==> src/rtl/core/iwd_pkg.sv <==
// Package for the instruction word decoder: mnemonic codes, field widths
// and the decoded result record. No dependencies.

package iwd_pkg;

    typedef logic [5:0] mn_t;

    localparam mn_t MN_REG_LAST   = 6'd25;
    localparam mn_t MN_IMM_BASE   = 6'd26;
    localparam mn_t MN_LOAD_BASE  = 6'd34;
    localparam mn_t MN_STORE_BASE = 6'd39;
    localparam mn_t MN_BR_BASE    = 6'd42;
    localparam mn_t MN_J          = 6'd48;
    localparam mn_t MN_JAL        = 6'd49;
    localparam mn_t MN_JR         = 6'd50;
    localparam mn_t MN_JALR       = 6'd51;
    localparam mn_t MN_LUI        = 6'd52;
    localparam mn_t MN_MFSR       = 6'd53;
    localparam mn_t MN_MTSR       = 6'd54;
    localparam mn_t MN_RFE        = 6'd55;
    localparam mn_t MN_HALT       = 6'd56;
    localparam mn_t MN_BREAK      = 6'd57;
    localparam mn_t MN_SYSCALL    = 6'd58;
    localparam mn_t MN_TLBFLUSH   = 6'd59;
    localparam mn_t MN_CAS        = 6'd60;
    localparam mn_t MN_INVALID    = 6'd61;

    typedef enum logic [5:0] {
        OP_REG      = 6'd0,
        OP_IMM      = 6'd1,
        OP_LOAD     = 6'd2,
        OP_STORE    = 6'd3,
        OP_BRANCH   = 6'd4,
        OP_J        = 6'd5,
        OP_JAL      = 6'd6,
        OP_JREG     = 6'd7,
        OP_LUI      = 6'd8,
        OP_SYS      = 6'd9,
        OP_SYSCALL  = 6'd10,
        OP_TLBFLUSH = 6'd11,
        OP_CAS      = 6'd12
    } opcode_t;

    typedef enum logic [3:0] {
        SO_MFSR  = 4'd0,
        SO_MTSR  = 4'd1,
        SO_RFE   = 4'd2,
        SO_HALT  = 4'd3,
        SO_BREAK = 4'd4
    } sys_op_t;

    localparam int unsigned IMM_W      = 26;
    localparam logic [4:0]  SYS_REG_NUM = 5'd12;
    localparam logic [4:0]  REG_SUB_NUM = 5'd26;

    typedef struct packed {
        mn_t              mnemonic;
        logic             known;
        logic [3:0]       first_reg;
        logic [3:0]       second_reg;
        logic [3:0]       third_reg;
        logic [3:0]       sys_reg;
        logic [IMM_W-1:0] immediate;
        logic [31:0]      target;
    } iwd_result_t;

endpackage

==> src/rtl/core/iwd_decode.sv <==
// Field decode and target adder for one instruction word.
// Depends on iwd_pkg.

module iwd_decode (
    input  logic                 [31:0] word,
    input  logic                 [31:0] address,
    output iwd_pkg::iwd_result_t        result
);
    import iwd_pkg::*;

    always_comb
    begin
        logic [5:0]  op;
        mn_t         mn;
        logic [3:0]  r1;
        logic [3:0]  r2;
        logic [3:0]  r3;
        logic [3:0]  sr;
        logic [25:0] imm;
        logic [29:0] off;
        logic        has_tgt;
        logic [31:0] tgt;

        op      = word[31:26];
        mn      = MN_INVALID;
        r1      = '0;
        r2      = '0;
        r3      = '0;
        sr      = '0;
        imm     = '0;
        off     = '0;
        has_tgt = 1'b0;

        unique case (op) inside
            OP_REG:
            begin
                if (word[5:0] == 6'd0 && word[10:6] < REG_SUB_NUM)
                begin
                    mn = {1'b0, word[10:6]};
                    r1 = word[24:21];
                    r2 = word[19:16];
                    r3 = word[14:11];
                end
            end
            OP_IMM:
            begin
                if (!word[15])
                begin
                    mn  = MN_IMM_BASE + {3'b000, word[14:12]};
                    r1  = word[24:21];
                    r2  = word[19:16];
                    imm = {14'd0, word[11:0]};
                end
            end
            OP_LOAD, OP_STORE:
            begin
                if (op == OP_LOAD ? (word[15:13] < 3'd5) : (word[15:13] < 3'd3))
                begin
                    mn  = (op == OP_LOAD ? MN_LOAD_BASE : MN_STORE_BASE)
                          + {3'b000, word[15:13]};
                    r1  = word[24:21];
                    r2  = word[19:16];
                    imm = {13'd0, word[12:0]};
                end
            end
            OP_BRANCH:
            begin
                if (word[25:23] < 3'd6)
                begin
                    mn      = MN_BR_BASE + {3'b000, word[25:23]};
                    r1      = word[21:18];
                    r2      = word[16:13];
                    imm     = {13'd0, word[12:0]};
                    off     = {{17{word[12]}}, word[12:0]};
                    has_tgt = 1'b1;
                end
            end
            OP_J, OP_JAL:
            begin
                mn      = (op == OP_J) ? MN_J : MN_JAL;
                imm     = word[25:0];
                off     = {{4{word[25]}}, word[25:0]};
                has_tgt = 1'b1;
            end
            OP_JREG:
            begin
                if (word[19:0] == 20'd0)
                begin
                    mn = word[25] ? MN_JALR : MN_JR;
                    r1 = word[23:20];
                end
            end
            OP_LUI:
            begin
                if (!word[0])
                begin
                    mn  = MN_LUI;
                    r1  = word[24:21];
                    imm = {6'd0, word[20:1]};
                end
            end
            OP_SYS:
            begin
                if (word[10:0] == 11'd0)
                begin
                    unique case (word[25:22]) inside
                        SO_MFSR, SO_MTSR:
                        begin
                            if (word[15:11] < SYS_REG_NUM)
                            begin
                                mn = (word[25:22] == SO_MFSR) ? MN_MFSR : MN_MTSR;
                                r1 = word[20:17];
                                sr = word[14:11];
                            end
                        end
                        SO_RFE:   mn = MN_RFE;
                        SO_HALT:  mn = MN_HALT;
                        SO_BREAK: mn = MN_BREAK;
                        default:  mn = MN_INVALID;
                    endcase
                end
            end
            OP_SYSCALL:
            begin
                mn  = MN_SYSCALL;
                imm = word[25:0];
            end
            OP_TLBFLUSH:
            begin
                if (word[19:0] == 20'd0)
                begin
                    mn = MN_TLBFLUSH;
                end
            end
            OP_CAS:
            begin
                if (word[10:0] == 11'd0)
                begin
                    mn = MN_CAS;
                    r1 = word[24:21];
                    r2 = word[19:16];
                    r3 = word[14:11];
                end
            end
            default:
            begin
                mn = MN_INVALID;
            end
        endcase

        tgt = has_tgt ? (address + 32'd4 + {off, 2'b00}) : 32'd0;

        result.mnemonic   = mn;
        result.known      = (mn != MN_INVALID);
        result.first_reg  = r1;
        result.second_reg = r2;
        result.third_reg  = r3;
        result.sys_reg    = sr;
        result.immediate  = imm;
        result.target     = tgt;
    end

endmodule

==> src/rtl/core/instruction_word_decoder_core.sv <==
// Instruction word decoder top level: input stage, decode, result stage.
// Depends on iwd_pkg and iwd_decode.
//
// Usage:
//   Slave stream s_*: one transfer carries an instruction word and its
//   byte address. Master stream m_*: one transfer carries the decoded
//   fields; m_tuser is the known flag (0 for an unrecognized word, then
//   mnemonic is the invalid code and every other field is zero).
//   Pipeline: two register stages (input register, result register)
//   with the decode and target adder between them.
//   Throughput: one transfer per cycle while m_tready is high, set by
//   the single decode stage.
//   Stall: while m_tready is low the result stage holds; the input stage
//   still takes one more word if empty, then s_tready drops until the
//   result is taken. Nothing is lost or repeated.
//   Reset: rst_n low empties both stages; the data registers are not reset.

module instruction_word_decoder_core (
    input  logic        clk,
    input  logic        rst_n,
    input  logic        s_tvalid,
    output logic        s_tready,
    input  logic [63:0] s_tdata,   // instr_word[31:0], instr_address[63:32]
    output logic        m_tvalid,
    input  logic        m_tready,
    output logic [79:0] m_tdata,   // mnemonic[5:0], first_reg[9:6], second_reg[13:10],
                                   // third_reg[17:14], sys_reg[21:18],
                                   // immediate[47:22], target[79:48]
    output logic        m_tuser    // known[0]
);
    import iwd_pkg::*;

    logic        s1_valid_reg;
    logic [31:0] s1_word_reg;
    logic [31:0] s1_addr_reg;
    logic        s2_valid_reg;
    iwd_result_t s2_res_reg;
    iwd_result_t dec_res;
    logic        s1_load;
    logic        s2_load;

    assign s2_load  = !s2_valid_reg || m_tready;
    assign s1_load  = !s1_valid_reg || s2_load;
    assign s_tready = s1_load;

    iwd_decode u_decode (
        .word    (s1_word_reg),
        .address (s1_addr_reg),
        .result  (dec_res)
    );

    always_ff @(posedge clk or negedge rst_n)
    begin
        if (!rst_n)
        begin
            s1_valid_reg <= 1'b0;
            s2_valid_reg <= 1'b0;
        end
        else
        begin
            if (s1_load)
            begin
                s1_valid_reg <= s_tvalid;
            end
            if (s2_load)
            begin
                s2_valid_reg <= s1_valid_reg;
            end
        end
    end

    always_ff @(posedge clk)
    begin
        if (s1_load && s_tvalid)
        begin
            s1_word_reg <= s_tdata[31:0];
            s1_addr_reg <= s_tdata[63:32];
        end
        if (s2_load && s1_valid_reg)
        begin
            s2_res_reg <= dec_res;
        end
    end

    assign m_tvalid = s2_valid_reg;
    assign m_tuser  = s2_res_reg.known;
    assign m_tdata  = {s2_res_reg.target,
                       s2_res_reg.immediate,
                       s2_res_reg.sys_reg,
                       s2_res_reg.third_reg,
                       s2_res_reg.second_reg,
                       s2_res_reg.first_reg,
                       s2_res_reg.mnemonic};

`ifndef NO_ASSERTIONS
    a_invalid_clear: assert property (@(posedge clk) disable iff (!rst_n)
        (m_tvalid && !m_tuser) |->
        (m_tdata[5:0] == MN_INVALID && m_tdata[79:6] == '0))
        else $error("unrecognized word with nonzero fields");

    a_known_code: assert property (@(posedge clk) disable iff (!rst_n)
        (m_tvalid && m_tuser) |-> (m_tdata[5:0] < MN_INVALID))
        else $error("known result with out-of-range mnemonic");

    a_sysreg_use: assert property (@(posedge clk) disable iff (!rst_n)
        (m_tvalid && m_tdata[21:18] != 4'd0) |->
        (m_tdata[5:0] == MN_MFSR || m_tdata[5:0] == MN_MTSR))
        else $error("system register set on a non-mfsr/mtsr result");

    a_advance: assert property (@(posedge clk) disable iff (!rst_n)
        (s1_valid_reg && s2_load) |=> m_tvalid)
        else $error("decoded word lost between stages");
`endif

endmodule

==> config.mk <==
export PLATFORM = sky130hd
export DESIGN_NAME = instruction_word_decoder_core
export DESIGN_NICKNAME = d
export VERILOG_FILES = /design/src/rtl/core/iwd_pkg.sv /design/src/rtl/core/iwd_decode.sv /design/src/rtl/core/instruction_word_decoder_core.sv
export SDC_FILE = /design/constraint.sdc
export NUM_CORES = 1
export LEC_CHECK = 0
export BUFFER_PORTS_ARGS = -buffer_cell sky130_fd_sc_hd__buf_2
export CORE_MARGIN = 5
export CORE_UTILIZATION = 56
export CTS_CLUSTER_DIAMETER = 100
export CTS_CLUSTER_SIZE = 24
export DETAILED_ROUTE_END_ITERATION = 16
export PLACE_DENSITY_LB_ADDON = 0.3
export SKIP_LAST_GASP = 1
export SYNTH_ARGS = -nofsm -noshare
export SYNTH_HDL_FRONTEND = slang
export SYNTH_HIERARCHICAL = 1
export SYNTH_SLANG_ARGS = --single-unit
==> constraint.sdc <==
create_clock -name clk -period 5.1 [get_ports clk]
set_input_delay 1.53 -clock clk [delete_from_list [all_inputs] [get_ports clk]]
set_output_delay 1.53 -clock clk [all_outputs]
set_load 0.03 [all_outputs]
# Yosys cells after proc, flatten, opt, wreduce, memory -nomap -nowiden
# Index checks and enable logic that the tools add are counted.
# op_classes
n_addsub	5
n_lt_le_gt_ge	5
eq_ne	17
muxes	46
n_reduce_logical	17
# op_table
op	count
$pmux 26 s5	1
$mux 4	18
$pmux 6 s11	1
$pmux 30 s2	1
$mux 6	7
$add 32x3->32 const B	1
$add 32x32->32	1
$pmux 4 s8	1
$eq 6x4->1 const B	5
$mux 30	1
$mux 13	2
$eq 6x3->1 const B	4
$pmux 6 s4	1
$logic_not 20->1	1
$mux 20	1
$pmux 4 s5	1
$eq 6x2->1 const B	2
$logic_not 6->1	2
$mux 12	1
$logic_not 11->1	1
$eq 4x2->1 const B	2
$pmux 4 s2	1
$add 5x3->6 const A	1
$add 6x3->6	1
other kinds (20)	32
# totals
ff_bits	147
inputBits	68
out_inout_bits	83
word_cells	102

# Longest topological paths before layout
# logic_depth
ltp_word	7
ltp_mapped	20
depth_no_buf	16

# By module
# The synthesis kept the hierarchy.
# modules_own_cells
module	n_inst	cells_per_inst	area_each_um2	seq_area_each_um2
instruction_word_decoder_core	1	153	4458.0	4404.2
iwd_decode	1	518	3503.4	0.0

# Worst setup path after synthesis
# No wires, ideal clock.
# synth_timing
path_type	register to register
start	register s1_word_reg[26]
end	register s2_res_reg (netlist bit m_tdata[78]) (data pin)
setup_ns	0.266
arrival_time_ns	4.160
required_ns	4.834
setup_slack_ns	0.674
stages_incl_launch_ff	17
path_buffers	4
period_less_slack_ns	4.426
cell_sequence	edfxtp_1 clkbuf_1 or4_1 clkbuf_1 nor4_2 clkbuf_1 a21o_1 ha_1 ha_1 clkbuf_1 a21oi_1 o21ai_0 a2111oi_0 nor2_1 or4_1 xnor2_1 nor2_1
# synth_between
elab_chain_len	4
elab_cells_between_ends	7
classes_between	add/sub: 1; eq/ne: 3; mux: 2; reduce/logical: 1
# synth_rtl
element	line_no	source
from (decl)	instruction_word_decoder_core.sv:34	logic [31:0] s1_word_reg;
from (signal assigned)	instruction_word_decoder_core.sv:76	s1_word_reg <= s_tdata[31:0];
$eq 6x3->1 (no source line)	n/a	
$reduce_or 2->1	iwd_decode.sv:34	unique case (op) inside
$pmux 30 s2	iwd_decode.sv:34	
$add 32x32->32	iwd_decode.sv:151	tgt = has_tgt ? (address + 32'd4 + {off, 2'b00}) : 32'd0;
to (signal assigned)	instruction_word_decoder_core.sv:81	s2_res_reg <= dec_res;
to (decl)	instruction_word_decoder_core.sv:37	iwd_result_t s2_res_reg;
# Several ways; a longest one is shown, not always the timed one.
# A chain may end at the register's enable or synchronous reset.

# Worst setup path after layout
# layout_timing
start	register s1_word_reg[31]
end	register s2_res_reg (netlist bit m_tdata[75]) (data pin)
# Same word-level chain as after synthesis.

==> run_results.csv <==
group,metric,value,unit
grt,grt_first_pass_wirelength,32320,um
synthesis,largest_cells_by_area_after_synthesis,"sky130_fd_sc_hd__edfxtp_1 55%, sky130_fd_sc_hd__ha_1 9.6%, sky130_fd_sc_hd__nor2_1 2.6%",
setup_path,setup.worst_path.start,"s1_word_reg[31]",
cts,cts-buffers-inserted,17,
synthesis,synth-warning-count,6,
synthesis,synth_largest_area_cell,"sky130_fd_sc_hd__edfxtp_1",
setup_path,criticalPathCategory,"reg2reg",
grt,grt_remaining_overflow,0,
synthesis,netlist-cell-type-count,63,
sta,timing.fmax,219.7,MHz
floorplan,fp.coreArea,0.01393,sq mm
floorplan,die_height,129.2,um
final_layout,largest_register_ffs,80,
cts,worstSkewPairLatency,0.42,ns
setup_path,critPathRequiredTime,5.26,ns
pwr,static_power_due_to_leakage,4.043,nW
min_path,min_path_type,"reg2reg",
setup_path,critical_path_max_stage_delay,0.70,ns
sta,timing_max_transition_violations_final,0,
sta,finalHoldWorstSlack,0.5276,ns
floorplan,start_util,57.13,%
final_layout,drive_above_1_share,25.30,%
run_status,run_status,"finished, final reports clean",
cts,clk_pin_slew,0.06,ns
floorplan,design.die.area,0.01670,sq mm
detailed_routing,detail-route-antenna-nets,0,
setup_path,worst_r2r_startpoint,"s1_word_reg[31]",
detailed_routing,detailedRoute.firstIterationViolations,555,
detailed_routing,drc,0,
sta,worst-slew-pin-transition,1.097,ns
synthesis,synthArstFlopShare,1.361,%
grt,largest_net_degree_at_the_start_of_global_routing,82,
cts,cts.repair.resized,0,
detailed_routing,firstDrtPassIters,5,
cts,cts_tree,"built",
setup_path,critical_path.max_fanout,19,
setup_path,crit_path_start_kind,"flip-flop",
cts,cts_buffer_depth,2,
place,port_buffers,150,
final_layout,area_delta_synth_final,19.27,%
place,place.detailed.hpwl,15100,um
sta,final.min_clock_period,4.553,ns
synthesis,postSynthRegisterBits,147,
detailed_routing,drt-total-wl,21410,um
synthesis,part_of_the_yosys_area_used_for_sequential_elements,55.32,%
sta,timing.slew.headroom,26.63,%
pwr,worst_ir_drop_vdd,0.2457,mV
sta,rsz0062_at_grt,"false",
sta,tcrit_tclk_final,89.27,%
sta,setup-tns-final,0,ns
cts,cts_hold_repair.buffers,0,
grt,initial_antenna_violation_count,0,
min_path,hp-start,"s1_addr_reg[0]",
sta,setup_viol_count_final,0,
floorplan,io_pins,151,
final_layout,num_antenna_cells,0,
place,place_ws,0.6067,ns
final_layout,most_used_cells_in_the_layout_excluding_fill_and_tap_cells,"150 x sky130_fd_sc_hd__buf_2, 145 x sky130_fd_sc_hd__edfxtp_1, 61 x sky130_fd_sc_hd__ha_1",
pwr,power.density,331.1,mW/mm^2
grt,grt_pass1_vias,5996,
cts,clkSinkCount,147,
synthesis,synth_nets,801,
final_layout,fin_nets,947,
sta,hold_violations_final,0,
detailed_routing,dr_total_vias,6119,
setup_path,crit_path_cell_trace,"or4_1, nor3_1, or2_2, nand2_1, ha_1, inv_1, ha_1, inv_1, fa_1, nor2b_1, o2111ai_1, and2_1, o311a_1, o31ai_1, xnor2_1, nor2_1",
synthesis,number_of_enable_flip_flop_cells_after_synthesis,145,
floorplan,die_width,129.2,um
floorplan,placementRows,43,
synthesis,top_flip_flop_cell_by_instance_count_after_synthesis,"sky130_fd_sc_hd__edfxtp_1",
sta,fin_skew,0.007105,ns
sta,slack_of_the_critical_path,0.5474,ns
flow_run,number_of_max_cap_violations,0,
detailed_routing,wl_per_cell,21.20,um
synthesis,post_synthesis_mean_instance_area,11.86,sq um
setup_path,cp_data_arrival_time,4.72,ns
synthesis,synthesis.instances,671,
place,routability_congestion_estimate_from_global_placement,0.9156,
cts,cts_setup_buffers,0,
final_layout,finalCoreUtilization,68.14,%
synthesis,synth_largest_type_area_fraction,54.69,%
place,post-place-cells,978,
grt,track_usage,25.29,%
final_layout,post_layout_nonfiller_instances,1010,
setup_path,worstSetupEndpointType,"flip-flop",
detailed_routing,post_detailed_route_via_to_cell_ratio,6.058,
setup_path,crit_slowest_cell,"sky130_fd_sc_hd__or4_1",
final_layout,layout.cells.most_common,"sky130_fd_sc_hd__buf_2",
cts,cts-htree-levels,4,
cts,cts_root_buffer,"sky130_fd_sc_hd__clkbuf_16",
synthesis,post_synth_instance_area,0.007961,sq mm
[report_power, final]
group	total, W	leakage, nW	internal (W)	switching (W)
clock	0.00127	0.296	0.000785	0.000487
combinational	0.000394	2.31	0.000126	0.000268
sequential	0.00148	1.44	0.00142	0.0000533
[routing by layer]
metal	share of wire, %	track usage, %
met4	2.0	8.400
met1	43	34.42
met3	8.0	5.276
met2	47	40.85
met5	0	0
[final timing paths]
check / endpoint / slack (ns) / cells after the start
max in group asynchronous: m_tvalid / 4.12 / 1
hold reg to reg: m_tdata[48] / 0.53 / 1
hold / removal: m_tdata[48] / 0.53 / 1
min in group asynchronous: s1_valid_reg / 0.89 / 1
setup reg to reg: m_tdata[75] / 0.55 / 16
setup / recovery: m_tdata[75] / 0.55 / 16
[cells in the mapped netlist (5+ instances only)]
library cell,count
sky130_fd_sc_hd__a21oi_1,36
sky130_fd_sc_hd__o21a_1,12
sky130_fd_sc_hd__nor3_1,19
sky130_fd_sc_hd__nand3_1,13
sky130_fd_sc_hd__ha_1,61
sky130_fd_sc_hd__edfxtp_1,145
sky130_fd_sc_hd__xnor2_1,15
sky130_fd_sc_hd__nor2_1,55
sky130_fd_sc_hd__nor2b_1,5
sky130_fd_sc_hd__o211ai_1,5
sky130_fd_sc_hd__nand2b_1,12
sky130_fd_sc_hd__or2_2,7
sky130_fd_sc_hd__clkbuf_1,30
sky130_fd_sc_hd__a211oi_1,5
sky130_fd_sc_hd__nand2_1,42
sky130_fd_sc_hd__xor2_1,10
sky130_fd_sc_hd__inv_1,12
sky130_fd_sc_hd__nand4_1,10
sky130_fd_sc_hd__a22o_1,22
sky130_fd_sc_hd__a21o_1,21
sky130_fd_sc_hd__o21ai_0,28
sky130_fd_sc_hd__and2_1,32
[critical path, delay by kind of cell (launching register included)]
| kind | cells | cell delay, ns |
|---|---|---|
| and+or+nand+nor | 7 | 1.95 |
| AOI/OAI and AO/OA | 3 | 0.91 |
| buffers and inverters | 2 | 0.11 |
| adders and majority gates | 3 | 0.76 |
| DFF | 1 | 0.43 |
| xor gates and xnor gates | 1 | 0.15 |
[stage by stage]
step           total power (W)  area (sq um)
5_1_grt               0.003245          9495
3_5_place_dp          0.001891          8894
2_1_floorplan         0.001749          7961
6_report              0.003143          9495
4_1_cts               0.003160          9495
3_3_place_gp          0.001882          8894
[cells by family (layout without fill, tap and decap cells)]
logic type	count (synthesis)	after routing	share of synthesized area, %
AO/OA/AOI/OAI	168	168	14.74
XOR/XNOR	25	25	2.750
adder cells (fa/ha/maj)	62	62	9.838
buffers and inverters	45	204	2.153
flip-flops	147	147	55.32
multiplexers	5	5	0.6444
AND/OR/NAND/NOR	219	219	14.55
[cell type report]
| class | instances | area, sq um |
|---|---|---|
| Inverter | 12 | 45.04 |
| Clock inverter | 8 | 100.1 |
| Fill cell | 1033 | 4439 |
| Timing Repair Buffer | 160 | 825.8 |
| Clock buffer | 24 | 501.7 |
| Tap cell | 180 | 225.2 |
| Sequential cell | 147 | 4404 |
| Multi-Input combinational cell | 479 | 3393 |
(Power assumes the default switching activity.)
